[config.mk]
export PLATFORM = sky130hd
export DESIGN_NAME = local_time_eu_dst
export DESIGN_NICKNAME = d
export VERILOG_FILES = /design/src/hw/rtl/ltd_pkg.sv /design/src/hw/rtl/ltd_utc.sv /design/src/hw/rtl/ltd_civil.sv /design/src/hw/rtl/ltd_local.sv /design/src/hw/rtl/local_time_eu_dst.sv
export SDC_FILE = /design/constraint.sdc
export NUM_CORES = 2
export LEC_CHECK = 0
export BUFFER_PORTS_ARGS = -buffer_cell sky130_fd_sc_hd__buf_2
export CORE_ASPECT_RATIO = 1.1
export CORE_MARGIN = 2
export CORE_UTILIZATION = 31
export DETAILED_ROUTE_END_ITERATION = 6
export HOLD_SLACK_MARGIN = 0.15
export PLACE_DENSITY = 0.54
export SETUP_SLACK_MARGIN = 0.02
export SLEW_MARGIN = 25
export SYNTH_ARGS = -nofsm -noshare
export SYNTH_HDL_FRONTEND = slang
export SYNTH_SLANG_ARGS = --single-unit
[constraint.sdc]
create_clock -name clk -period 18.77 [get_ports clk]
set_input_delay 4.6925 -clock clk [delete_from_list [all_inputs] [get_ports clk]]
set_output_delay 4.6925 -clock clk [all_outputs]
set_load 0.01 [all_outputs]
[src/hw/rtl/ltd_pkg.sv]
`default_nettype none
// ----------------------------------------------------------------------------
// ltd_pkg: shared types and constants of the local clock converter
// Beat structures, configuration codes, and the reciprocal constants used in
// place of division by fixed divisors throughout the pipeline.
// ----------------------------------------------------------------------------
package ltd_pkg;

	// Configuration port.
	localparam int unsigned CFG_INDEX_W = 2;
	localparam int unsigned CFG_DATA_W  = 5;
	localparam logic [CFG_INDEX_W-1:0] CFG_ZONE_HOURS       = 2'd0;
	localparam logic [CFG_INDEX_W-1:0] CFG_TWENTY_FOUR_HOUR = 2'd1;

	// Time constants.
	localparam logic [11:0] SECS_PER_HOUR = 12'd3600;
	localparam logic [5:0]  SECS_PER_MIN  = 6'd60;
	localparam logic [4:0]  HOURS_PER_DAY = 5'd24;
	localparam logic [9:0]  DAY_DIV       = 10'd675;   // 86400 = 675 * 128
	localparam logic [16:0] SECS_PER_HOUR_W = 17'd3600;

	// Civil calendar: 400-year eras start on March 1st.
	localparam logic [15:0] ERA5_FIRST_DAY = 16'd11017;  // 2000-03-01
	localparam logic [17:0] ERA4_DOE_BIAS  = 18'd135080;
	localparam logic [17:0] ERA5_DOE_BIAS  = 18'd11017;
	localparam logic [17:0] DAYS_PER_CENT  = 18'd36524;
	localparam logic [8:0]  DAYS_PER_YEAR  = 9'd365;

	// Months counted from March.
	localparam logic [3:0] MP_MARCH     = 4'd0;
	localparam logic [3:0] MP_APRIL     = 4'd1;
	localparam logic [3:0] MP_SEPTEMBER = 4'd6;
	localparam logic [3:0] MP_OCTOBER   = 4'd7;
	localparam logic [3:0] MP_LAST      = 4'd11;

	// Last Sunday of a 31-day month falls on day 25 or later.
	localparam logic [4:0] LAST_WEEK_FIRST_DAY = 5'd25;

	// Reciprocals: floor(x / d) == (x * ceil(2^k / d)) >> k for the operand widths used.
	localparam int unsigned MS_SHIFT   = 38;
	localparam logic [28:0] MS_RECIP   = 29'(((64'd1 << MS_SHIFT) + 64'd999) / 64'd1000);
	localparam int unsigned DAY_SHIFT  = 35;
	localparam logic [25:0] DAY_RECIP  = 26'(((64'd1 << DAY_SHIFT) + 64'd674) / 64'd675);
	localparam int unsigned Q1460_SHIFT = 25;
	localparam logic [16:0] Q1460_RECIP = 17'(((64'd1 << Q1460_SHIFT) + 64'd364) / 64'd365);
	localparam int unsigned YEAR_SHIFT = 27;
	localparam logic [18:0] YEAR_RECIP = 19'(((64'd1 << YEAR_SHIFT) + 64'd364) / 64'd365);
	localparam int unsigned HOUR_SHIFT = 36;
	localparam logic [28:0] HOUR_RECIP = 29'(((64'd1 << HOUR_SHIFT) + 64'd224) / 64'd225);
	localparam int unsigned HDAY_SHIFT = 20;
	localparam logic [18:0] HDAY_RECIP = 19'(((64'd1 << HDAY_SHIFT) + 64'd2) / 64'd3);
	localparam int unsigned MIN_SHIFT  = 14;
	localparam logic [10:0] MIN_RECIP  = 11'(((64'd1 << MIN_SHIFT) + 64'd14) / 64'd15);

	// Input beat.
	typedef struct packed {
		logic [31:0] epoch_seconds;
		logic [31:0] elapsed_ms;
	} ltd_in_t;

	// Result beat.
	typedef struct packed {
		logic        time_valid;
		logic [31:0] local_seconds;
		logic [4:0]  hour_out;
		logic [5:0]  minute_out;
		logic [5:0]  second_out;
		logic        summer_time;
	} ltd_out_t;

	// Configuration registers.
	typedef struct packed {
		logic signed [4:0] zone_hours;
		logic              twenty_four_hour;
	} ltd_cfg_t;

	// UTC with its first-hour flag, era day and weekday.
	typedef struct packed {
		logic        sync;
		logic [31:0] utc;
		logic        hour0;
		logic [17:0] doe;
		logic [2:0]  wday;
	} ltd_days_t;

	// UTC with its calendar month (counted from March) and day of month.
	typedef struct packed {
		logic        sync;
		logic [31:0] utc;
		logic        hour0;
		logic [2:0]  wday;
		logic [3:0]  mp;
		logic [4:0]  mday;
	} ltd_date_t;

	// First day of year (from March 1st) of each month counted from March.
	function automatic logic [8:0] month_start(input logic [3:0] mp);
		logic [8:0] d;
		case (mp)
			4'd0:    d = 9'd0;
			4'd1:    d = 9'd31;
			4'd2:    d = 9'd61;
			4'd3:    d = 9'd92;
			4'd4:    d = 9'd122;
			4'd5:    d = 9'd153;
			4'd6:    d = 9'd184;
			4'd7:    d = 9'd214;
			4'd8:    d = 9'd245;
			4'd9:    d = 9'd275;
			4'd10:   d = 9'd306;
			4'd11:   d = 9'd337;
			default: d = 9'd0;
		endcase
		return d;
	endfunction

endpackage
`default_nettype wire

[src/hw/rtl/ltd_utc.sv]
`default_nettype none
// ----------------------------------------------------------------------------
// ltd_utc: UTC front end
// Forms UTC from epoch and elapsed milliseconds, splits it into whole days,
// flags the first hour of the day, and derives era day and weekday.
// Four pipeline stages.
// ----------------------------------------------------------------------------
module ltd_utc (
	input  logic               clk,
	input  logic               arst_n,
	input  logic               stamp_valid,
	output logic               stamp_ready,
	input  ltd_pkg::ltd_in_t   stamp_beat,
	output logic               days_valid,
	input  logic               days_ready,
	output ltd_pkg::ltd_days_t days_beat
);
	import ltd_pkg::*;

	// Residue modulo 7 by folding octal digits, since 8 is 1 modulo 7.
	function automatic logic [2:0] mod7(input logic [16:0] x);
		logic [17:0] xe;
		logic [5:0]  s;
		logic [3:0]  t;
		xe = {1'b0, x};
		s = '0;
		for (int i = 0; i < 6; i++) begin
			s = s + 6'(xe[3*i +: 3]);
		end
		t = 4'(s[5:3]) + 4'(s[2:0]);
		return (t >= 4'd7) ? 3'(t - 4'd7) : t[2:0];
	endfunction

	logic v_s1, v_s2, v_s3, v_s4;
	logic rdy_s1, rdy_s2, rdy_s3, rdy_s4;

	logic        sync_s1, sync_s2, sync_s3;
	logic [31:0] epoch_s1;
	logic [22:0] msq_s1;
	logic [31:0] utc_s2, utc_s3;
	logic [15:0] days_s3;
	ltd_days_t   beat_s4;

	logic [60:0] ms_prod;
	logic [50:0] day_prod;
	logic [24:0] day_rem;
	logic [16:0] sod_part;
	logic [17:0] doe;

	// A stage takes a new beat when it is empty or its beat moves on.
	assign rdy_s4 = !v_s4 || days_ready;
	assign rdy_s3 = !v_s3 || rdy_s4;
	assign rdy_s2 = !v_s2 || rdy_s3;
	assign rdy_s1 = !v_s1 || rdy_s2;
	assign stamp_ready = rdy_s1;

	always_ff @(posedge clk or negedge arst_n) begin
		if (!arst_n) begin
			v_s1 <= 1'b0;
			v_s2 <= 1'b0;
			v_s3 <= 1'b0;
			v_s4 <= 1'b0;
		end else begin
			if (rdy_s1) v_s1 <= stamp_valid;
			if (rdy_s2) v_s2 <= v_s1;
			if (rdy_s3) v_s3 <= v_s2;
			if (rdy_s4) v_s4 <= v_s3;
		end
	end

	// Whole seconds in the elapsed milliseconds.
	assign ms_prod = 61'(stamp_beat.elapsed_ms) * 61'(MS_RECIP);

	// Whole days: utc / 86400 as (utc / 128) / 675.
	assign day_prod = 51'(utc_s2[31:7]) * 51'(DAY_RECIP);

	// Seconds into the day, era day of the date.
	always_comb begin
		day_rem  = utc_s3[31:7] - 25'(25'(days_s3) * 25'(DAY_DIV));
		sod_part = {day_rem[9:0], utc_s3[6:0]};
		if (days_s3 >= ERA5_FIRST_DAY) begin
			doe = 18'(days_s3) - ERA5_DOE_BIAS;
		end else begin
			doe = 18'(days_s3) + ERA4_DOE_BIAS;
		end
	end

	always_ff @(posedge clk) begin
		if (rdy_s1 && stamp_valid) begin
			sync_s1  <= (stamp_beat.epoch_seconds != 32'd0);
			epoch_s1 <= stamp_beat.epoch_seconds;
			msq_s1   <= ms_prod[MS_SHIFT +: 23];
		end
		if (rdy_s2 && v_s1) begin
			sync_s2 <= sync_s1;
			utc_s2  <= epoch_s1 + 32'(msq_s1);
		end
		if (rdy_s3 && v_s2) begin
			sync_s3 <= sync_s2;
			utc_s3  <= utc_s2;
			days_s3 <= day_prod[DAY_SHIFT +: 16];
		end
		if (rdy_s4 && v_s3) begin
			beat_s4.sync  <= sync_s3;
			beat_s4.utc   <= utc_s3;
			beat_s4.hour0 <= (sod_part < SECS_PER_HOUR_W);
			beat_s4.doe   <= doe;
			beat_s4.wday  <= mod7(17'(days_s3) + 17'd4);
		end
	end

	assign days_valid = v_s4;
	assign days_beat  = beat_s4;

endmodule
`default_nettype wire

[src/hw/rtl/ltd_civil.sv]
`default_nettype none
// ----------------------------------------------------------------------------
// ltd_civil: civil calendar stages
// Turns the era day into year of era, day of year, month counted from March
// and day of month. Five pipeline stages.
// ----------------------------------------------------------------------------
module ltd_civil (
	input  logic               clk,
	input  logic               arst_n,
	input  logic               days_valid,
	output logic               days_ready,
	input  ltd_pkg::ltd_days_t days_beat,
	output logic               date_valid,
	input  logic               date_ready,
	output ltd_pkg::ltd_date_t date_beat
);
	import ltd_pkg::*;

	logic v_s5, v_s6, v_s7, v_s8, v_s9;
	logic rdy_s5, rdy_s6, rdy_s7, rdy_s8, rdy_s9;

	ltd_days_t   d_s5, d_s6, d_s7, d_s8;
	logic [6:0]  q1460_s5;
	logic [2:0]  qcent_s5;
	logic        eraend_s5;
	logic [17:0] n_s6;
	logic [8:0]  yoe_s7;
	logic [8:0]  doy_s8;
	ltd_date_t   beat_s9;

	logic [32:0] q1460_prod;
	logic [2:0]  qcent;
	logic [36:0] year_prod;
	logic [1:0]  ycent;
	logic [17:0] year_base;
	logic [3:0]  mp;
	logic [4:0]  mday;

	assign rdy_s9 = !v_s9 || date_ready;
	assign rdy_s8 = !v_s8 || rdy_s9;
	assign rdy_s7 = !v_s7 || rdy_s8;
	assign rdy_s6 = !v_s6 || rdy_s7;
	assign rdy_s5 = !v_s5 || rdy_s6;
	assign days_ready = rdy_s5;

	always_ff @(posedge clk or negedge arst_n) begin
		if (!arst_n) begin
			v_s5 <= 1'b0;
			v_s6 <= 1'b0;
			v_s7 <= 1'b0;
			v_s8 <= 1'b0;
			v_s9 <= 1'b0;
		end else begin
			if (rdy_s5) v_s5 <= days_valid;
			if (rdy_s6) v_s6 <= v_s5;
			if (rdy_s7) v_s7 <= v_s6;
			if (rdy_s8) v_s8 <= v_s7;
			if (rdy_s9) v_s9 <= v_s8;
		end
	end

	// Leap corrections of the era day: four-year and century counts.
	assign q1460_prod = 33'(days_beat.doe[17:2]) * 33'(Q1460_RECIP);
	assign qcent = 3'(days_beat.doe >= DAYS_PER_CENT)
		+ 3'(days_beat.doe >= 18'(DAYS_PER_CENT * 2))
		+ 3'(days_beat.doe >= 18'(DAYS_PER_CENT * 3))
		+ 3'(days_beat.doe >= 18'(DAYS_PER_CENT * 4));

	// Year of era.
	assign year_prod = 37'(n_s6) * 37'(YEAR_RECIP);

	// Day of year from March 1st.
	always_comb begin
		ycent = 2'(yoe_s7 >= 9'd100) + 2'(yoe_s7 >= 9'd200) + 2'(yoe_s7 >= 9'd300);
		year_base = 18'(yoe_s7) * 18'(DAYS_PER_YEAR) + 18'(yoe_s7[8:2]) - 18'(ycent);
	end

	// Month counted from March and day of month.
	always_comb begin
		mp = MP_MARCH;
		for (int i = 1; i <= int'(MP_LAST); i++) begin
			if (doy_s8 >= month_start(4'(i))) mp = 4'(i);
		end
		mday = 5'(doy_s8 - month_start(mp) + 9'd1);
	end

	always_ff @(posedge clk) begin
		if (rdy_s5 && days_valid) begin
			d_s5      <= days_beat;
			q1460_s5  <= q1460_prod[Q1460_SHIFT +: 7];
			qcent_s5  <= qcent;
			eraend_s5 <= (days_beat.doe == 18'(DAYS_PER_CENT * 4));
		end
		if (rdy_s6 && v_s5) begin
			d_s6 <= d_s5;
			n_s6 <= d_s5.doe - 18'(q1460_s5) + 18'(qcent_s5) - 18'(eraend_s5);
		end
		if (rdy_s7 && v_s6) begin
			d_s7   <= d_s6;
			yoe_s7 <= year_prod[YEAR_SHIFT +: 9];
		end
		if (rdy_s8 && v_s7) begin
			d_s8   <= d_s7;
			doy_s8 <= 9'(d_s7.doe - year_base);
		end
		if (rdy_s9 && v_s8) begin
			beat_s9.sync  <= d_s8.sync;
			beat_s9.utc   <= d_s8.utc;
			beat_s9.hour0 <= d_s8.hour0;
			beat_s9.wday  <= d_s8.wday;
			beat_s9.mp    <= mp;
			beat_s9.mday  <= mday;
		end
	end

	assign date_valid = v_s9;
	assign date_beat  = beat_s9;

endmodule
`default_nettype wire

[src/hw/rtl/ltd_local.sv]
`default_nettype none
// ----------------------------------------------------------------------------
// ltd_local: summer-time rule and local time breakdown
// Decides summer time, applies the zone offset, and splits local seconds into
// hour, minute and second. Six pipeline stages, the last is the output register.
// ----------------------------------------------------------------------------
module ltd_local (
	input  logic               clk,
	input  logic               arst_n,
	input  ltd_pkg::ltd_cfg_t  cfg,
	input  logic               date_valid,
	output logic               date_ready,
	input  ltd_pkg::ltd_date_t date_beat,
	output logic               lt_valid,
	input  logic               lt_ready,
	output ltd_pkg::ltd_out_t  lt_beat
);
	import ltd_pkg::*;

	logic v_s10, v_s11, v_s12, v_s13, v_s14, v_s15;
	logic rdy_s10, rdy_s11, rdy_s12, rdy_s13, rdy_s14, rdy_s15;

	logic               sync_s10, sync_s11, sync_s12, sync_s13, sync_s14;
	logic               summer_s10, summer_s11, summer_s12, summer_s13, summer_s14;
	logic [31:0]        utc_s10;
	logic signed [16:0] off_s10;
	logic [31:0]        local_s11, local_s12, local_s13, local_s14;
	logic [20:0]        hl_s12, hl_s13;
	logic [11:0]        rem_s13, rem_s14;
	logic [15:0]        hday_s13;
	logic [4:0]         hour_s14;
	logic [5:0]         minute_s14;
	ltd_out_t           beat_s15;

	logic               late, sunday, summer;
	logic signed [5:0]  off_hours;
	logic [56:0]        hour_prod;
	logic [36:0]        hday_prod;
	logic [20:0]        min_prod;
	logic [4:0]         hour_disp;

	assign rdy_s15 = !v_s15 || lt_ready;
	assign rdy_s14 = !v_s14 || rdy_s15;
	assign rdy_s13 = !v_s13 || rdy_s14;
	assign rdy_s12 = !v_s12 || rdy_s13;
	assign rdy_s11 = !v_s11 || rdy_s12;
	assign rdy_s10 = !v_s10 || rdy_s11;
	assign date_ready = rdy_s10;

	always_ff @(posedge clk or negedge arst_n) begin
		if (!arst_n) begin
			v_s10 <= 1'b0;
			v_s11 <= 1'b0;
			v_s12 <= 1'b0;
			v_s13 <= 1'b0;
			v_s14 <= 1'b0;
			v_s15 <= 1'b0;
		end else begin
			if (rdy_s10) v_s10 <= date_valid;
			if (rdy_s11) v_s11 <= v_s10;
			if (rdy_s12) v_s12 <= v_s11;
			if (rdy_s13) v_s13 <= v_s12;
			if (rdy_s14) v_s14 <= v_s13;
			if (rdy_s15) v_s15 <= v_s14;
		end
	end

	// Summer time: the day is on or after the last Sunday when a Sunday lies
	// between day 25 and today; the switch happens at 01:00 UTC.
	always_comb begin
		late   = (date_beat.mday >= LAST_WEEK_FIRST_DAY)
			&& (date_beat.wday <= 3'(date_beat.mday - LAST_WEEK_FIRST_DAY));
		sunday = (date_beat.wday == 3'd0);
		case (date_beat.mp)
			MP_MARCH:   summer = late && (!sunday || !date_beat.hour0);
			MP_OCTOBER: summer = !late || (sunday && date_beat.hour0);
			default:    summer = (date_beat.mp inside {[MP_APRIL:MP_SEPTEMBER]});
		endcase
		off_hours = 6'(cfg.zone_hours) + signed'({5'd0, summer});
	end

	// Local hours since 1970: local / 3600 as (local / 16) / 225.
	assign hour_prod = 57'(local_s11[31:4]) * 57'(HOUR_RECIP);

	// Whole days of local time: hours / 24 as (hours / 8) / 3.
	assign hday_prod = 37'(hl_s12[20:3]) * 37'(HDAY_RECIP);

	// Minutes of the hour: rem / 60 as (rem / 4) / 15.
	assign min_prod = 21'(rem_s13[11:2]) * 21'(MIN_RECIP);

	// Twelve-hour display maps 0 to 12 and 13-23 to 1-11.
	always_comb begin
		hour_disp = hour_s14;
		if (!cfg.twenty_four_hour) begin
			if (hour_s14 == 5'd0) begin
				hour_disp = 5'd12;
			end else if (hour_s14 > 5'd12) begin
				hour_disp = hour_s14 - 5'd12;
			end
		end
	end

	always_ff @(posedge clk) begin
		if (rdy_s10 && date_valid) begin
			sync_s10   <= date_beat.sync;
			summer_s10 <= summer;
			utc_s10    <= date_beat.utc;
			off_s10    <= 17'(off_hours) * 17'sd3600;
		end
		if (rdy_s11 && v_s10) begin
			sync_s11   <= sync_s10;
			summer_s11 <= summer_s10;
			local_s11  <= utc_s10 + 32'(off_s10);
		end
		if (rdy_s12 && v_s11) begin
			sync_s12   <= sync_s11;
			summer_s12 <= summer_s11;
			local_s12  <= local_s11;
			hl_s12     <= hour_prod[HOUR_SHIFT +: 21];
		end
		if (rdy_s13 && v_s12) begin
			sync_s13   <= sync_s12;
			summer_s13 <= summer_s12;
			local_s13  <= local_s12;
			hl_s13     <= hl_s12;
			rem_s13    <= 12'(local_s12 - 32'(hl_s12) * 32'(SECS_PER_HOUR));
			hday_s13   <= hday_prod[HDAY_SHIFT +: 16];
		end
		if (rdy_s14 && v_s13) begin
			sync_s14   <= sync_s13;
			summer_s14 <= summer_s13;
			local_s14  <= local_s13;
			rem_s14    <= rem_s13;
			hour_s14   <= 5'(hl_s13 - 21'(hday_s13) * 21'(HOURS_PER_DAY));
			minute_s14 <= min_prod[MIN_SHIFT +: 6];
		end
		// Output register; an unsynchronized beat reads as all zero.
		if (rdy_s15 && v_s14) begin
			if (sync_s14) begin
				beat_s15.time_valid    <= 1'b1;
				beat_s15.local_seconds <= local_s14;
				beat_s15.hour_out      <= hour_disp;
				beat_s15.minute_out    <= minute_s14;
				beat_s15.second_out    <= 6'(rem_s14 - 12'(minute_s14) * 12'(SECS_PER_MIN));
				beat_s15.summer_time   <= summer_s14;
			end else begin
				beat_s15 <= '0;
			end
		end
	end

	assign lt_valid = v_s15;
	assign lt_beat  = beat_s15;

endmodule
`default_nettype wire

[src/hw/rtl/local_time_eu_dst.sv]
`default_nettype none
// ----------------------------------------------------------------------------
// local_time_eu_dst: local clock with European summer time
// Converts a synchronized Unix time plus elapsed milliseconds into local time.
// ----------------------------------------------------------------------------
// The block takes one timestamp beat per clock unless utc_stall is high,
// and returns one result beat for each, in order. The pipeline depth is
// set by the chain of reciprocal multiplications (milliseconds to seconds,
// seconds to days, the civil calendar, then local hours, minutes and
// seconds), each followed by a pipeline register. Every stage holds its beat
// under stall and empty stages keep filling, so the input stalls only when
// all 15 stages are occupied and the result is held.
// Configuration writes are always accepted; change the zone or hour format
// only while no beat is in flight.
module local_time_eu_dst (
	input  logic                               clk,
	input  logic                               arst_n,
	input  logic                               utc_valid,
	output logic                               utc_stall,
	input  ltd_pkg::ltd_in_t                   utc_beat,
	output logic                               lt_valid,
	input  logic                               lt_stall,
	output ltd_pkg::ltd_out_t                  lt_beat,
	input  logic                               cfg_valid,
	output logic                               cfg_ready,
	input  logic [ltd_pkg::CFG_INDEX_W-1:0]    cfg_index,
	input  logic [ltd_pkg::CFG_DATA_W-1:0]     cfg_data
);
	import ltd_pkg::*;

	ltd_cfg_t  cfg_q;
	logic      utc_ready;
	logic      days_valid, days_ready;
	ltd_days_t days_beat;
	logic      date_valid, date_ready;
	ltd_date_t date_beat;

	// Configuration registers.
	assign cfg_ready = 1'b1;

	always_ff @(posedge clk or negedge arst_n) begin
		if (!arst_n) begin
			cfg_q <= '0;
		end else if (cfg_valid && cfg_ready) begin
			case (cfg_index)
				CFG_ZONE_HOURS:       cfg_q.zone_hours <= cfg_data;
				CFG_TWENTY_FOUR_HOUR: cfg_q.twenty_four_hour <= cfg_data[0];
				default:              cfg_q <= cfg_q;
			endcase
		end
	end

	assign utc_stall = !utc_ready;

	ltd_utc u_utc (
		.clk         (clk),
		.arst_n      (arst_n),
		.stamp_valid (utc_valid),
		.stamp_ready (utc_ready),
		.stamp_beat  (utc_beat),
		.days_valid  (days_valid),
		.days_ready  (days_ready),
		.days_beat   (days_beat)
	);

	ltd_civil u_civil (
		.clk        (clk),
		.arst_n     (arst_n),
		.days_valid (days_valid),
		.days_ready (days_ready),
		.days_beat  (days_beat),
		.date_valid (date_valid),
		.date_ready (date_ready),
		.date_beat  (date_beat)
	);

	ltd_local u_local (
		.clk        (clk),
		.arst_n     (arst_n),
		.cfg        (cfg_q),
		.date_valid (date_valid),
		.date_ready (date_ready),
		.date_beat  (date_beat),
		.lt_valid   (lt_valid),
		.lt_ready   (!lt_stall),
		.lt_beat    (lt_beat)
	);

	// The input may stall only with a full pipeline behind a held result.
	a_stall_only_when_full: assert property (@(posedge clk) disable iff (!arst_n)
		utc_stall |-> (lt_valid && lt_stall))
		else $error("input stalled while the pipeline had room");

	// An unsynchronized result carries only zeros.
	a_unsync_zero: assert property (@(posedge clk) disable iff (!arst_n)
		(lt_valid && !lt_beat.time_valid) |->
		(lt_beat.local_seconds == 32'd0 && lt_beat.hour_out == 5'd0
		&& lt_beat.minute_out == 6'd0 && lt_beat.second_out == 6'd0
		&& !lt_beat.summer_time))
		else $error("unsynchronized result has nonzero fields");

	// A valid time has hour, minute and second in range.
	a_time_range: assert property (@(posedge clk) disable iff (!arst_n)
		(lt_valid && lt_beat.time_valid) |->
		(lt_beat.hour_out <= 5'd23 && lt_beat.minute_out <= 6'd59
		&& lt_beat.second_out <= 6'd59))
		else $error("local time field out of range");

endmodule
`default_nettype wire
==> metrics.txt <==
# TYPE chip_impl_metric gauge
chip_impl_info{name="status",value="completed"} 1
chip_impl_metric{name="remaining_drc_errors",unit=""} 0
chip_impl_metric{name="combined_area_of_all_synthesized_cells",unit="um2"} 83300
chip_impl_metric{name="fp.coreArea",unit="um2"} 267000
chip_impl_metric{name="overflow",unit=""} 0
chip_impl_metric{name="timing.max_slew.rel_slack",unit="%"} 33.3
chip_impl_metric{name="layout.cell_area.non_filler",unit="um2"} 91600
chip_impl_metric{name="grt_max_degree",unit=""} 67
chip_impl_metric{name="clock_tree.htree_level_count",unit=""} 3
chip_impl_metric{name="initial_utilization",unit="%"} 31.2
chip_impl_metric{name="n_fill_cell",unit=""} 26700
chip_impl_metric{name="path_clk_slew",unit="ns"} 0.06
chip_impl_metric{name="clk-insertion-delay-late",unit="ns"} 0.69
chip_impl_metric{name="synthesis.instances",unit=""} 7093
chip_impl_metric{name="dieHeight",unit="um"} 548
chip_impl_metric{name="flow.area_growth_from_synthesis",unit="%"} 9.87
chip_impl_metric{name="post_cts_setup_buffer_count",unit=""} 0
chip_impl_metric{name="total_vias_in_the_final_route",unit=""} 48700
chip_impl_metric{name="drt-total-wl",unit="um"} 184000
chip_impl_metric{name="top_level_ports",unit=""} 130
chip_impl_metric{name="slew_viol_final",unit=""} 0
chip_impl_info{name="cell_types_with_the_largest_area_share_after_synthesis",value="sky130_fd_sc_hd__edfxtp_1, sky130_fd_sc_hd__fa_1, sky130_fd_sc_hd__ha_1"} 1
chip_impl_metric{name="wl_per_cell",unit="um"} 16.9
chip_impl_metric{name="postSynth.asyncResetShare",unit="%"} 2.72
chip_impl_info{name="worstSetupStartpointType",value="input pin"} 1
chip_impl_metric{name="max_clock_freq",unit="MHz"} 84.5
chip_impl_info{name="final_common_cell",value="sky130_fd_sc_hd__inv_1"} 1
chip_impl_metric{name="num-nets-final",unit=""} 10100
chip_impl_info{name="worstHoldPathType",value="flip-flop to flip-flop"} 1
chip_impl_metric{name="dpl.hpwl",unit="um"} 155000
chip_impl_info{name="synth_top_cell_by_area",value="sky130_fd_sc_hd__edfxtp_1"} 1
chip_impl_info{name="critical_path.reg2reg.startpoint",value="u_local.local_s11[18]"} 1
chip_impl_info{name="min-delay-start",value="u_utc.days_beat[38]"} 1
chip_impl_info{name="worstSetupStartpoint",value="utc_beat[8]"} 1
chip_impl_metric{name="grt_pass1_wl",unit="um"} 298000
chip_impl_info{name="synth-main-ff-cell",value="sky130_fd_sc_hd__edfxtp_1"} 1
chip_impl_metric{name="vias_in_the_first_global_route",unit=""} 54400
chip_impl_metric{name="final_setup_violation_count",unit=""} 0
chip_impl_metric{name="io_buffer_count",unit=""} 128
chip_impl_metric{name="cts-buffers-inserted",unit=""} 86
chip_impl_info{name="clock-root-buffer",value="sky130_fd_sc_hd__clkbuf_16"} 1
chip_impl_metric{name="syn_avg_cell_area",unit="um2"} 11.8
chip_impl_metric{name="layout_cell_share_with_drive_strength_beyond_1",unit="%"} 4.77
chip_impl_metric{name="placer_congestion",unit=""} 0.867
chip_impl_metric{name="arrival_time_of_the_worst_setup_path",unit="ns"} 12.24
chip_impl_metric{name="synth_seq_cells",unit=""} 772
chip_impl_metric{name="detail-route-antenna-nets",unit=""} 0
chip_impl_metric{name="worst-slew-pin-transition",unit="ns"} 1.00
chip_impl_metric{name="num_rows",unit=""} 199
chip_impl_metric{name="tot_gr_track_use",unit="%"} 13.9
chip_impl_metric{name="drt_pre_antenna_iters",unit=""} 5
chip_impl_metric{name="synth-edff-count",unit=""} 751
chip_impl_metric{name="fin_setup_tns",unit="ns"} 0
chip_impl_metric{name="ff_latch_area",unit="um2"} 23100
chip_impl_metric{name="antenna_found_initial",unit=""} 7
chip_impl_metric{name="cts-hold-fix-buffers",unit=""} 0
chip_impl_metric{name="clockBufferDepth",unit=""} 3
chip_impl_info{name="rsz0062_at_grt",value="false"} 1
chip_impl_metric{name="min_period_over_period",unit="%"} 63.0
chip_impl_metric{name="post_drt_via_cell_ratio",unit=""} 4.46
chip_impl_metric{name="crit_fanout",unit=""} 11
chip_impl_metric{name="layout.core_utilization",unit="%"} 34.2
chip_impl_metric{name="synth.top_cell.area_share",unit="%"} 27.1
chip_impl_metric{name="dpl_cell_area",unit="um2"} 88600
chip_impl_metric{name="synth.yosys.seq_area_share",unit="%"} 27.7
chip_impl_metric{name="area_occupied_by_multi_input_gates",unit="um2"} 52900
chip_impl_metric{name="clock_period_minus_worst_slack",unit="ns"} 11.83
chip_impl_info{name="clock_tree_from_tritoncts",value="built"} 1
chip_impl_info{name="most-common-layout-cells",value="sky130_fd_sc_hd__inv_1, sky130_fd_sc_hd__ha_1, sky130_fd_sc_hd__fa_1"} 1
chip_impl_metric{name="timing_hold_violations_final",unit=""} 0
chip_impl_metric{name="syn_nets",unit=""} 9923
chip_impl_info{name="worst-setup-path-type",value="input pin to flip-flop"} 1
chip_impl_metric{name="drt_iter0_markers",unit=""} 2114
chip_impl_metric{name="numClockSinks",unit=""} 772
chip_impl_metric{name="timing.clock.skew",unit="ns"} 0.0367
chip_impl_metric{name="die_outline_width",unit="um"} 498
chip_impl_metric{name="drv.max_cap_violation_count",unit=""} 0
chip_impl_metric{name="post_synth_num_cell_types",unit=""} 84
chip_impl_info{name="endpoint_kind",value="flip-flop"} 1
chip_impl_metric{name="critPathRequiredTime",unit="ns"} 19.17
chip_impl_metric{name="post_cts.resized_instances",unit=""} 0
chip_impl_metric{name="yosysWarningCount",unit=""} 0
chip_impl_metric{name="die_area",unit="um2"} 273000
[path summary, 6_finish.rpt]
check,endpoint,depth (start not counted),slack [ns]
setup / recovery,u_utc.msq_s1[21],26,6.94
hold / removal,u_civil.d_s5[38],0,0.39
setup reg to reg,u_local.hl_s12[14],22,10.76
hold reg to reg,u_civil.d_s5[38],0,0.39
max in group asynchronous,u_utc.v_s2,1,14.34
min in group asynchronous,cfg_q[1],1,4.01
[critical path: stages]
cell and delay, ns:
sky130_fd_sc_hd__buf_2 0.36, sky130_fd_sc_hd__ha_1 0.35, sky130_fd_sc_hd__fa_1 0.46, sky130_fd_sc_hd__fa_1 0.54
sky130_fd_sc_hd__inv_1 0.05, sky130_fd_sc_hd__fa_1 0.49, sky130_fd_sc_hd__inv_1 0.05, sky130_fd_sc_hd__fa_1 0.49
sky130_fd_sc_hd__inv_1 0.05, sky130_fd_sc_hd__fa_1 0.48, sky130_fd_sc_hd__inv_1 0.06, sky130_fd_sc_hd__fa_1 0.53
sky130_fd_sc_hd__inv_1 0.05, sky130_fd_sc_hd__fa_1 0.49, sky130_fd_sc_hd__inv_1 0.05, sky130_fd_sc_hd__ha_1 0.32
sky130_fd_sc_hd__and3_1 0.19, sky130_fd_sc_hd__a221oi_1 0.36, sky130_fd_sc_hd__o221ai_1 0.19, sky130_fd_sc_hd__a21oi_1 0.53
sky130_fd_sc_hd__o22ai_2 0.31, sky130_fd_sc_hd__a211oi_2 0.38, sky130_fd_sc_hd__or2_1 0.19, sky130_fd_sc_hd__nor2b_1 0.05
sky130_fd_sc_hd__a2111oi_0 0.41, sky130_fd_sc_hd__a311oi_1 0.08
[flip-flops by register name (all words and copies together), names as in the netlist, 21 cells and up]
name,count
u_local.local_s11,32
u_civil.d_s6,46
u_civil.d_s5,55
u_utc.days_beat,55
u_utc.msq_s1,23
u_utc.utc_s2,32
u_local.local_s14,28
u_local.local_s13,28
u_civil.date_beat,46
u_local.lt_beat,49
u_local.utc_s10,32
u_local.hl_s12,21
u_local.local_s12,32
u_civil.d_s8,37
u_utc.utc_s3,32
u_utc.epoch_s1,32
u_civil.d_s7,46
[layout make-up]
type                            count  share of cell area [%]
Multi-Input combinational cell   4327                    57.7
Sequential cell                   772                    25.2
Inverter                         1971                    8.08
Tap cell                         3517                    4.81
Clock buffer                       97                    2.42
Timing Repair Buffer              156                   0.943
Clock inverter                     60                   0.827
Antenna cell                        3                 0.00820
[routing by layer]
metal	global-route usage, %	part of all wire, %	up-vias
met2	25.1	51	719
met4	3.44	2.4	4
li1	-	-	23500
met1	17.4	43	24300
met3	1.74	3.6	210
met5	0	0.018	-
[Yosys cell counts, types with 66 or more instances]
master                     number
sky130_fd_sc_hd__a21o_1       120
sky130_fd_sc_hd__a21oi_1      204
sky130_fd_sc_hd__and2_1        66
sky130_fd_sc_hd__edfxtp_1     751
sky130_fd_sc_hd__fa_1        1086
sky130_fd_sc_hd__ha_1        1668
sky130_fd_sc_hd__inv_1       1971
sky130_fd_sc_hd__nand2_1      120
sky130_fd_sc_hd__nor2_1       123
sky130_fd_sc_hd__o21ai_0      100
sky130_fd_sc_hd__xnor2_1      195
sky130_fd_sc_hd__xor2_1        73
[through the flow]
stage               hold WS [ns]  std cells  setup slack [ns]
floorplan                  0.400       7093              7.72
global placement           0.400      10700              6.26
detailed placement         0.405      10700              6.24
CTS                        0.369      10900              6.99
global route               0.377      10900              6.67
finish                     0.394      10900              6.94
[cells by family after synthesis]
logic type / Yosys count / synth area share, %
multiplexers: 11 / 0.143
AND/OR/NAND/NOR: 626 / 3.91
other: 1 / 0.00450
adder cells (fa/ha/maj): 2755 / 51.1
buffers and inverters: 1994 / 8.99
XOR/XNOR: 268 / 2.82
flip-flops: 772 / 27.7
AO/OA/AOI/OAI: 666 / 5.30
Power is left out: the tool's default activity adds up to more than one toggle a clock period on the data nets, which glitch-free logic cannot reach.
